### config.mk
export PLATFORM = sky130hd
export DESIGN_NAME = tcw_csr
export DESIGN_NICKNAME = d
export VERILOG_FILES = /design/src/hdl/tcw_pkg.sv /design/src/hdl/tcw_csr.sv
export SDC_FILE = /design/constraint.sdc
export NUM_CORES = 1
export LEC_CHECK = 0
export BUFFER_PORTS_ARGS = -buffer_cell sky130_fd_sc_hd__buf_2
export CORE_ASPECT_RATIO = 0.75
export CORE_MARGIN = 3
export CORE_UTILIZATION = 31
export DETAILED_ROUTE_END_ITERATION = 8
export PLACE_DENSITY = 0.79
export SLEW_MARGIN = 10
export SYNTH_ARGS = -nofsm -noshare
export SYNTH_HDL_FRONTEND = slang
export SYNTH_SLANG_ARGS = --single-unit
### constraint.sdc
create_clock -name clock -period 0.8 [get_ports clock]
set_input_delay 0.04 -clock clock [delete_from_list [all_inputs] [get_ports clock]]
set_output_delay 0.04 -clock clock [all_outputs]
set_load 0.005 [all_outputs]
### src/hdl/tcw_pkg.sv
`timescale 1ns / 1ps

package tcw_pkg;

   // default screen geometry
   localparam int COLUMNS_DEFAULT = 80;
   localparam int ROWS_DEFAULT    = 25;

   // field widths
   localparam int OPCODE_W = 2;
   localparam int CHAR_W   = 8;
   localparam int INDEX_W  = 11;
   localparam int POS_W    = 11;
   localparam int CELL_W   = 16;
   localparam int COLOR_W  = 4;

   // stream packing
   localparam int REQ_DATA_W = 24;
   localparam int RSP_DATA_W = 40;

   // register port
   localparam int CSR_ADDR_W = 3;
   localparam int CSR_DATA_W = 32;
   localparam logic REG_FG_COLOR = 1'b0;
   localparam logic REG_BG_COLOR = 1'b1;
   localparam logic [COLOR_W-1:0] RESET_FG = 4'hF;
   localparam logic [COLOR_W-1:0] RESET_BG = 4'h0;

   // character codes
   localparam logic [CHAR_W-1:0] NEWLINE_CODE   = 8'h0A;
   localparam logic [CHAR_W-1:0] BACKSPACE_CODE = 8'h08;
   localparam logic [CHAR_W-1:0] SPACE_CODE     = 8'h20;
   localparam logic [CHAR_W-1:0] NULL_CODE      = 8'h00;

   // cell contents after reset
   localparam logic [CELL_W-1:0] RESET_CELL = 16'h0F20;

   typedef enum logic [OPCODE_W-1:0] {
      OP_PUT_CHAR  = 2'd0,
      OP_BACKSPACE = 2'd1,
      OP_CLEAR     = 2'd2,
      OP_READ_CELL = 2'd3
   } opcode_type;

   typedef struct packed {
      logic [COLOR_W-1:0] bg_color;
      logic [COLOR_W-1:0] fg_color;
   } cfg_type;

endpackage

### src/hdl/tcw_csr.sv
`timescale 1ns / 1ps

module tcw_csr (
   input  logic                                clock,
   input  logic                                reset,
   input  logic                                csr_psel,
   input  logic                                csr_penable,
   input  logic                                csr_pwrite,
   input  logic [tcw_pkg::CSR_ADDR_W-1:0]      csr_paddr,
   input  logic [tcw_pkg::CSR_DATA_W-1:0]      csr_pwdata,
   output logic [tcw_pkg::CSR_DATA_W-1:0]      csr_prdata,
   output logic                                csr_pready,
   output tcw_pkg::cfg_type                    cfg
);

   logic                           write_en;
   logic                           reg_sel;
   logic [tcw_pkg::COLOR_W-1:0]    fg_ff, fg_in;
   logic [tcw_pkg::COLOR_W-1:0]    bg_ff, bg_in;

   assign csr_pready = 1'b1;
   assign write_en   = csr_psel & csr_penable & csr_pwrite & csr_pready;
   assign reg_sel    = csr_paddr[2];

   // register write decode
   always_comb begin
      fg_in = fg_ff;
      bg_in = bg_ff;
      if (write_en) begin
         if (reg_sel == tcw_pkg::REG_FG_COLOR) begin
            fg_in = csr_pwdata[tcw_pkg::COLOR_W-1:0];
         end else begin
            bg_in = csr_pwdata[tcw_pkg::COLOR_W-1:0];
         end
      end
   end

   always_ff @(posedge clock) begin
      if (reset) begin
         fg_ff <= tcw_pkg::RESET_FG;
         bg_ff <= tcw_pkg::RESET_BG;
      end else begin
         fg_ff <= fg_in;
         bg_ff <= bg_in;
      end
   end

   // read back
   always_comb begin
      if (reg_sel == tcw_pkg::REG_FG_COLOR) begin
         csr_prdata = tcw_pkg::CSR_DATA_W'(fg_ff);
      end else begin
         csr_prdata = tcw_pkg::CSR_DATA_W'(bg_ff);
      end
   end

   assign cfg.fg_color = fg_ff;
   assign cfg.bg_color = bg_ff;

endmodule

### Yosys cells after proc, flatten, opt, wreduce, memory -nomap -nowiden

Cells that the tools add are included.

* register bits after elaboration: 8
* logic and storage cells: 8
* memory bits (read-only): 0
* bits in latches: 0
* bits in writable memories: 0
* memories kept: 0
* output and inout bits: 41

* $mul: 0
* muxes and demuxes: 1
* shift operators: 0
* reductions and logical operators: 2
* div/mod/pow operators: 0
* bitwise logic cells: 3
* magnitude comparators: 0
* equality and inequality tests: 0
* add/sub/neg operators: 0

Operator list (number)
* $mux W4: 1
* $reduce_and A2 Y1: 2
* $and A1 B1 Y1: 2
* $not A1 Y1: 1

### Logic depth before layout (Yosys ltp)

Gate-level depths: netlist of the first run.

* word-level depth: 3
* depth in mapped cells: 3
* mapped depth without buffers: 2

### Least setup slack after synthesis of the first run

OpenSTA, ideal clock, no wires.

* kind: input -> register
* start point: in csr_paddr[2] (netlist name)
* end point: reg fg_ff[0] (netlist name)
* setup time: 0.072 ns
* arrival: 0.541 ns
* path slack: 0.188 ns
* cell stages on the path: 3
* path through: and4b_1 buf_6 mux2i_1

* word-level cells in the longest chain between the ends: 2

RTL lines
* start, declared: RTL line tcw_csr.sv:9 `input logic [tcw_pkg::CSR_ADDR_W-1:0] csr_paddr,`
* $not A1 Y1 (no line)
* $reduce_and A2 Y1 (no line)
* end signal, assigned: RTL line tcw_csr.sv:40 `fg_ff <= tcw_pkg::RESET_FG;`
* end signal, assigned: RTL line tcw_csr.sv:43 `fg_ff <= fg_in;`
* end, declared: RTL line tcw_csr.sv:18 `logic [tcw_pkg::COLOR_W-1:0] fg_ff, fg_in;`

Every way passes these cells.
A chain may end at the register's enable or synchronous reset.

### Worst setup path in the final report of the first run

* start point: reg fg_ff[1] (netlist name)
* end point: out csr_prdata[1] (netlist name)

* word-level cells in the longest chain between the ends: 1

RTL lines
* $mux W4: RTL line tcw_csr.sv:50 `if (reg_sel == tcw_pkg::REG_FG_COLOR) begin`
* end, declared: RTL line tcw_csr.sv:11 `output logic [tcw_pkg::CSR_DATA_W-1:0] csr_prdata,`

Every way passes these cells.

==> flow_metrics.py, run 1 <==
metrics = {
    "floorplan": {
        "dieArea_mm2": 0.00261,
        "initial_core_util_pct": 34.5,
        "core_area_mm2": 0.00182,
        "ios": 81,
        "die_y_um": 45.0,
        "die_x_um": 58.0,
        "rows": 13,
    },
    "clock_network": {
        "cts_buffers": 3,
        "cts.sinks": 8,
        "clk_pin_slew_worst_paths_ps": 50,
        "ctsRootBufferMaster": "clkbuf_4",
        "clock_path_buffers": 2,
        "cts_tree": "done",
        "htree_levels": 1,
        "clk_latency_ps": 240,
    },
    "timing": {
        "clock.fmax_mhz": 1010,
        "hold_violations": 0,
        "fin_ws_ps": -191,
        "rsz0062_at_grt": "yes",
        "tns_ps": -799,
        "setup_viol": 8,
        "fin_crit_sh_pct": 124,
        "min_period_ps": 991,
        "finClkSkew_ps": 0,
        "slew_violations": 0,
    },
    "synthesis": {
        "synth_compound_gate_area_share_pct": 0,
        "yosysSeqAreaShare_pct": 25.4,
        "synth_mux_area_share_pct": 19.9,
        "syn_area_per_cell_um2": 8.74,
        "synth_warnings": 0,
        "synth-xor-area-share_pct": 0,
        "synthAdderAreaFrac_pct": 0,
        "ys_ff_latch": 8,
        "yosysUniqueCellTypes": 12,
        "synth_top_family_by_area": "buffers and inverters",
        "synth-simple-area-share_pct": 15.7,
        "synth_top_area_share_pct": 34.6,
        "synth.largest_area_cell": "buf_4",
        "syn_inst": 72,
        "syn_area_um2": 629,
        "synthTopCellsByArea": "buf_4 35%, dfxtp_1 25%, mux2i_1 13%",
    },
    "min_path": {
        "min_path_cells": 3,
        "hp-class": "input pin to register",
        "min_to": "bg_ff[3]$_SDFFE_PP0P_",
        "min_from": "csr_pwdata[3]",
    },
    "power": {
        "leakagePower_nw": 0.386,
        "irDropWorstVdd_v": 0.000511,
        "pwr_density_cell_mw_per_mm2": 1180,
        "power_uw": 899,
    },
    "global_routing": {
        "grt_pass1_wl_um": 1740,
        "grt_pass1_vias": 408,
        "grt_util_all_layers_pct": 8.68,
        "grt_max_degree": 17,
        "overflow": 0,
        "antenna_found_initial": 0,
    },
    "setup_path": {
        "crit_required_ps": 760,
        "rr_worst_depth": 3,
        "path_class": "register to output pin",
        "slowest_delay_ps": 320,
        "r2r-start": "fg_ff[0]$_SDFFE_PP1P_",
        "path_cells": "mux2_4 > buf_6",
        "setup.worst_path.start_class": "register",
        "end_kind": "output pin",
        "crit_fanout": 2,
        "rrSetupSlack_ps": 70,
        "critPathSlowestCell": "dfxtp_2",
        "timing.rr.end": "fg_ff[0]$_SDFFE_PP1P_",
        "critPathArrivalTime_ps": 950,
    },
    "drt": {
        "drtPass1Iterations": 4,
        "post_drt_wl_per_cell_um": 10.1,
        "dr.first_iter.drc_count": 4,
        "viasPerCell": 3.81,
        "wirelength_um": 1190,
        "drtAntennaViolNets": 0,
        "num_vias": 449,
        "drc": 0,
    },
    "final_layout": {
        "area_growth_pct": 21.5,
        "instances_no_fill": 118,
        "num_antenna_cells": 0,
        "nFillCells": 177,
        "layout.nets": 138,
        "final_util_pct": 42.0,
        "most-common-layout-cells": "29 x conb_1, 14 x buf_2, 11 x buf_6",
        "drive_above_1_share_pct": 41.7,
        "final_common_cell": "conb_1",
    },
    "place": {
        "placed_cells": 111,
        "dpl.hpwl_um": 934,
        "io_buffers": 21,
        "gp_congestion": 0.683,
    },
    "job": {
        "maxCapViolCount": 0,
    },
    "run_status": {
        "status": "finished with violations",
        "violations": "setup timing",
    },
}
==> synthesized netlist by cell type, drive strengths merged <==
cell type,number
conb,2
mux2,4
and4b,1
dfxtp,8
mux2i,8
nor2,8
nand2b,8
clkbuf,2
and4,1
buf,30
==> flip-flops by register name, indices dropped and copies added (netlist names) <==
name,count
bg_ff,4
fg_ff,4
==> worst max path at each step <==
stage                                     start                     to  slack (ps)  depth (start not counted)
after floorplan                    csr_paddr[2]  fg_ff[0]$_SDFFE_PP1P_         190                          3
after global placement             csr_paddr[2]  fg_ff[2]$_SDFFE_PP1P_         -30                          3
after detailed placement           csr_paddr[2]  fg_ff[2]$_SDFFE_PP1P_         -80                          3
after CTS                 bg_ff[2]$_SDFFE_PP0P_          csr_prdata[2]        -190                          2
after global routing      fg_ff[1]$_SDFFE_PP1P_          csr_prdata[1]        -220                          2
final                     fg_ff[1]$_SDFFE_PP1P_          csr_prdata[1]        -190                          2
==> through the flow <==
stage | area [um^2] | setup WS [ps] | hold slack (ps)
after global routing | 764 | -222 | 65.9
after global placement | 633 | -31.2 | 320
after floorplan | 731 | 188 | 195
after detailed placement | 633 | -75.8 | 319
after CTS | 747 | -189 | 58.4
final | 764 | -191 | 64.3
==> power breakdown <==
part | internal (mW) | switching [mW] | total (mW)
clock | 0.171 | 0.121 | 0.292
combinational | 0.0983 | 0.0930 | 0.191
sequential | 0.409 | 0.00663 | 0.416
==> final cells by class <==
type	instances	area, um^2	share of cell area (%)
clock buffer	3	22.5	2.95
tap	22	27.5	3.60
sequential	8	169	22.1
timing repair buffer	26	201	26.4
multi-input combinational	59	344	45.0
==> kinds of logic (layout without fill, tap and decap cells) <==
kind of cell	count (synthesis)	in the layout
buf+inv	32	29
flops	8	8
simple gates	18	18
mux	12	12
other cells	2	29
==> timing repair <==
item                       4_1_cts  5_1_grt
setup endpoints to repair        4        7
resized for setup               19        4
cloned                           0        0
hold buffers                     0        0
buffers inserted                 3        3
pin swaps                        0        0
==> metal layers <==
| layer | vias up | global-route usage, % | part of all wire (%) |
|---|---|---|---|
| li1 | 219 | - | - |
| met1 | 207 | 8.84 | 34 |
| met2 | 19 | 16.2 | 57 |
| met3 | 4 | 1.43 | 6.9 |
| met4 | 0 | 6.48 | 2.3 |
| met5 | - | 0 | 0 |
==> worst max-delay path: cells and delay by family, from the launching register on <==
kind	cells	cell delay [ps]
buffers and inverters	1	120
multiplexers	1	270
flip-flops	1	320
Power figures use the tool's default switching activity.
==> run 2: changes to the inputs <==
Clock period 0.8 ns to 1 ns, I/O delays scaled along.
==> flow_metrics.py, run 2 (same netlist as run 1, synthesis figures left out) <==
metrics = {
    "power": {
        "irDropWorstVdd_v": 0.000399,
        "pwr_density_cell_mw_per_mm2": 995,
        "combPwrFrac_pct": 20.2,
        "power.internal_uw": 533,
        "pwr-share-clk_pct": 32.8,
        "sw_frac_of_total_pct": 24.6,
        "p_seq_share_pct": 47.0,
        "leakagePower_nw": 0.360,
        "p_sw_uw": 174,
    },
    "global_routing": {
        "grt_pass1_vias": 378,
        "grt_pass1_wl_um": 1570,
        "overflow": 0,
        "grt_max_degree": 17,
        "antenna_found_initial": 0,
        "busiest_layer": "met2",
        "met3_usage_pct": 1.71,
        "use_met2_pct": 16.4,
        "grt_util_all_layers_pct": 8.26,
        "use_met1_pct": 7.64,
    },
    "setup_path": {
        "end_kind": "output pin",
        "setup.worst_path.start_class": "register",
        "path_class": "register to output pin",
        "crit_fanout": 3,
        "crit_required_ps": 950,
        "critPathArrivalTime_ps": 950,
    },
    "drt": {
        "drc": 0,
        "wirelength_um": 1170,
        "drtAntennaViolNets": 0,
        "drtPass1Iterations": 2,
        "dr.first_iter.drc_count": 1,
        "post_drt_wl_per_cell_um": 10.1,
        "num_vias": 436,
        "viasPerCell": 3.76,
    },
    "floorplan": {
        "core_area_mm2": 0.00182,
        "die_x_um": 58.0,
        "die_y_um": 45.0,
        "initial_core_util_pct": 34.5,
        "rows": 13,
        "dieArea_mm2": 0.00261,
        "ios": 81,
    },
    "clock_network": {
        "ctsRootBufferMaster": "clkbuf_4",
        "htree_levels": 1,
        "clk_pin_slew_worst_paths_ps": 50,
        "cts_buffers": 3,
        "cts.sinks": 8,
        "clk_latency_ps": 240,
        "cts_tree": "done",
        "clock_path_buffers": 2,
    },
    "timing": {
        "hold_violations": 0,
        "fin_crit_sh_pct": 99.8,
        "setup_viol": 0,
        "slew_violations": 0,
        "tns_ps": 0,
        "min_period_ps": 998,
        "rsz0062_at_grt": "yes",
        "clock.fmax_mhz": 1000,
        "finClkSkew_ps": 0,
    },
    "job": {
        "maxCapViolCount": 0,
    },
    "place": {
        "dpl.hpwl_um": 979,
        "post_dp_cell_area_um2": 626,
        "placed_cells": 110,
        "gp_congestion": 0.660,
        "io_buffers": 21,
    },
    "final_layout": {
        "final_common_cell": "conb_1",
        "multi_input_area_um2": 344,
        "area_growth_pct": 12.9,
        "seq_area_um2": 170,
        "reg_top3": "bg_ff: 4 flops, fg_ff: 4 flops",
        "instances_no_fill": 116,
        "num_antenna_cells": 0,
        "nFillCells": 185,
        "final_area_um2": 711,
        "most-common-layout-cells": "29 x conb_1, 18 x buf_2",
        "drive_above_1_share_pct": 41.5,
        "layout.nets": 136,
    },
    "run_status": {
        "status": "complete, no violations",
    },
    "min_path": {
        "hp-class": "input pin to register",
    },
}
-- run 2: cell count changes in the layout (fill, tap and decap cells not counted) --
cell / delta
dfxtp_1: -1
buf_6: -8
buf_2: +4
dfxtp_2: +1
buf_4: +2
-- run 2: final cells by class --
cell class                      count  area share, %
Clock buffer                        3           3.17
Sequential cell                     8           23.9
Multi-Input combinational cell     59           48.4
Tap cell                           22           3.87
Timing Repair Buffer               24           20.6
-- run 2: worst max-delay path, stage by stage (launching register included) --
cell and delay (ps):
dfxtp_2 320, mux2_4 270, buf_6 120
-- run 2: path summary, 6_finish.rpt --
| path | start | endpoint | slack [ps] | cells past startpoint |
|---|---|---|---|---|
| max reg2reg | fg_ff[0]$_SDFFE_PP1P_ | fg_ff[0]$_SDFFE_PP1P_ | 270 | 3 |
| max | fg_ff[2]$_SDFFE_PP1P_ | csr_prdata[2] | 2 | 2 |
| min | csr_pwdata[2] | bg_ff[2]$_SDFFE_PP0P_ | 70 | 3 |
| min reg2reg | bg_ff[3]$_SDFFE_PP0P_ | bg_ff[3]$_SDFFE_PP0P_ | 490 | 2 |
-- run 2: per-stage QoR --
stage	hold WS [ps]	setup WS (ps)	total power, mW	util [%]
after floorplan	205	378	0.492	-
after global routing	76.0	-26.3	0.754	39.0
after global placement	330	109	0.451	34.3
after detailed placement	335	56.5	0.455	34.3
after CTS	68.4	-4.19	0.703	37.3
final	75.0	1.51	0.707	39.0
-- run 2: power by group through the flow --
| stage | clock network, mW | registers (mW) | logic, mW |
|---|---|---|---|
| final | 0.232 | 0.332 | 0.143 |
| after global routing | 0.263 | 0.333 | 0.159 |
| after CTS | 0.245 | 0.331 | 0.126 |
| after detailed placement | 0 | 0.338 | 0.117 |
| after global placement | 0 | 0.338 | 0.113 |
| after floorplan | 0 | 0.338 | 0.154 |
-- run 2: per-layer routing --
metal,routed length (um),vias to the layer above
met4,21,0
met1,391,201
li1,-,214
met2,691,19
met3,67,2
met5,0,-
-- run 2: what timing repair did --
action                     4_1_cts  5_1_grt
resized for setup                7        7
setup endpoints to repair        4        4
buffers inserted                 2        1
pin swaps                        0        0
hold buffers                     0        0
==> run 3: changes to the inputs <==
Settings changed: CORE_ASPECT_RATIO 0.75 to unset.
==> flow_metrics.py, run 3 (same netlist as run 1, synthesis figures left out) <==
metrics = {
    "setup_path": {
        "cp_num_buf_inv": 1,
        "path_cells": "mux2_2 > buf_6",
        "crit_family": "flip-flops",
        "slowest_delay_ps": 320,
        "critPathSlowestCell": "dfxtp_2",
        "rr_worst_depth": 3,
        "critPathArrivalTime_ps": 950,
        "end_kind": "output pin",
        "setup.worst_path.start_class": "register",
        "rrSetupSlack_ps": 280,
        "crit_fanout": 2,
        "path_class": "register to output pin",
        "crit_required_ps": 950,
        "cp.depth": 2,
    },
    "timing": {
        "fin_ws_ps": -1.98,
        "tns_ps": -1.98,
        "fin_crit_sh_pct": 100,
        "clock.fmax_mhz": 998,
        "slew_violations": 0,
        "hold_violations": 0,
        "min_period_ps": 1000,
        "finClkSkew_ps": 0,
        "setup_viol": 1,
        "rsz0062_at_grt": "yes",
    },
    "run_status": {
        "violations": "setup timing",
        "status": "finished with violations",
    },
    "final_layout": {
        "num_antenna_cells": 0,
        "drive_above_1_share_pct": 44.4,
        "most-common-layout-cells": "29 x conb_1, 19 x buf_2",
        "final_area_um2": 738,
        "nFillCells": 206,
        "area_growth_pct": 17.3,
        "reg_top3": "bg_ff: 4 flops, fg_ff: 4 flops",
        "instances_no_fill": 124,
        "layout.nets": 141,
        "final_common_cell": "conb_1",
        "final_util_pct": 40.5,
    },
    "job": {
        "maxCapViolCount": 0,
    },
    "global_routing": {
        "antenna_found_initial": 0,
        "grt_pass1_vias": 376,
        "grt_max_degree": 17,
        "overflow": 0,
        "grt_util_all_layers_pct": 8.91,
        "grt_pass1_wl_um": 1660,
    },
    "clock_network": {
        "cts_tree": "done",
        "clock_path_buffers": 2,
        "clk_pin_slew_worst_paths_ps": 50,
        "clk_latency_ps": 250,
        "hold_buffers": 0,
        "cts_buffers": 3,
        "htree_levels": 1,
        "cts.sinks": 8,
        "ctsRootBufferMaster": "clkbuf_4",
    },
    "floorplan": {
        "initial_core_util_pct": 34.6,
        "rows": 15,
        "core_area_mm2": 0.00182,
        "dieArea_mm2": 0.00261,
        "die_x_um": 51.1,
        "ios": 81,
        "die_y_um": 51.1,
    },
    "drt": {
        "drtPass1Iterations": 4,
        "drc": 0,
        "dr.first_iter.drc_count": 6,
        "num_vias": 468,
        "wirelength_um": 1180,
        "drtAntennaViolNets": 0,
        "viasPerCell": 3.77,
        "post_drt_wl_per_cell_um": 9.52,
    },
    "power": {
        "irDropWorstVdd_v": 0.000656,
        "leakagePower_nw": 0.372,
        "pwr_density_cell_mw_per_mm2": 965,
    },
    "place": {
        "gp_congestion": 0.690,
        "placed_cells": 113,
        "post_dp_cell_area_um2": 629,
        "dpl.hpwl_um": 848,
        "io_buffers": 21,
    },
    "min_path": {
        "hp-class": "input pin to register",
        "min_path_cells": 3,
    },
}
run 3: path summary, 6_finish.rpt:
| path | from | end |
|---|---|---|
| worst max-delay path | bg_ff[0]$_SDFFE_PP0P_ | csr_prdata[0] |
| worst min-delay path | csr_pwdata[1] | bg_ff[1]$_SDFFE_PP0P_ |
| worst max register to register | fg_ff[0]$_SDFFE_PP1P_ | fg_ff[0]$_SDFFE_PP1P_ |
| worst min register to register | bg_ff[3]$_SDFFE_PP0P_ | bg_ff[3]$_SDFFE_PP0P_ |
run 3: stage by stage:
step / hold slack [ps] / total power [mW] / setup slack (ps)
after floorplan: 205 / 0.492 / 378
after global placement: 324 / 0.450 / 99.5
after detailed placement: 337 / 0.454 / 57.3
after CTS: 53.9 / 0.716 / -3.63
after global routing: 52.1 / 0.768 / -44.7
final: 62.4 / 0.712 / -1.98
run 3: per-layer routing:
| metal | part of all wire, % | track usage (%) | routed length, um | up-vias |
|---|---|---|---|---|
| li1 | - | - | - | 223 |
| met1 | 35 | 10.3 | 416 | 209 |
| met2 | 49 | 13.7 | 583 | 36 |
| met3 | 15 | 4.37 | 181 | 0 |
| met4 | 0 | 4.04 | 0 | 0 |
| met5 | 0 | 0 | 0 | - |
run 3: where the power goes:
part           total (mW)  switching [mW]  internal (mW)
sequential          0.331         0.00346          0.328
combinational       0.139          0.0715         0.0674
clock               0.243           0.105          0.137
run 3: area by class of cell:
cell class / instances / area, um^2 / share of cell area, %
clock buffers: 3 / 22.5 / 3.05
multi-input cells: 59 / 337 / 45.6
flip-flops and latches: 8 / 170 / 23.1
well taps: 25 / 31.3 / 4.24
repair buffers: 29 / 178 / 24.1
run 3: worst min-delay path: stages:
cell,delay [ps]
buf_2,100
nand2b_1,60
mux2i_1,60
run 3: timing repair:
item | CTS | global route
gates cloned | 0 | 0
gates resized for setup | 8 | 3
endpoints found under the setup margin | 4 | 4
buffers inserted | 8 | 0
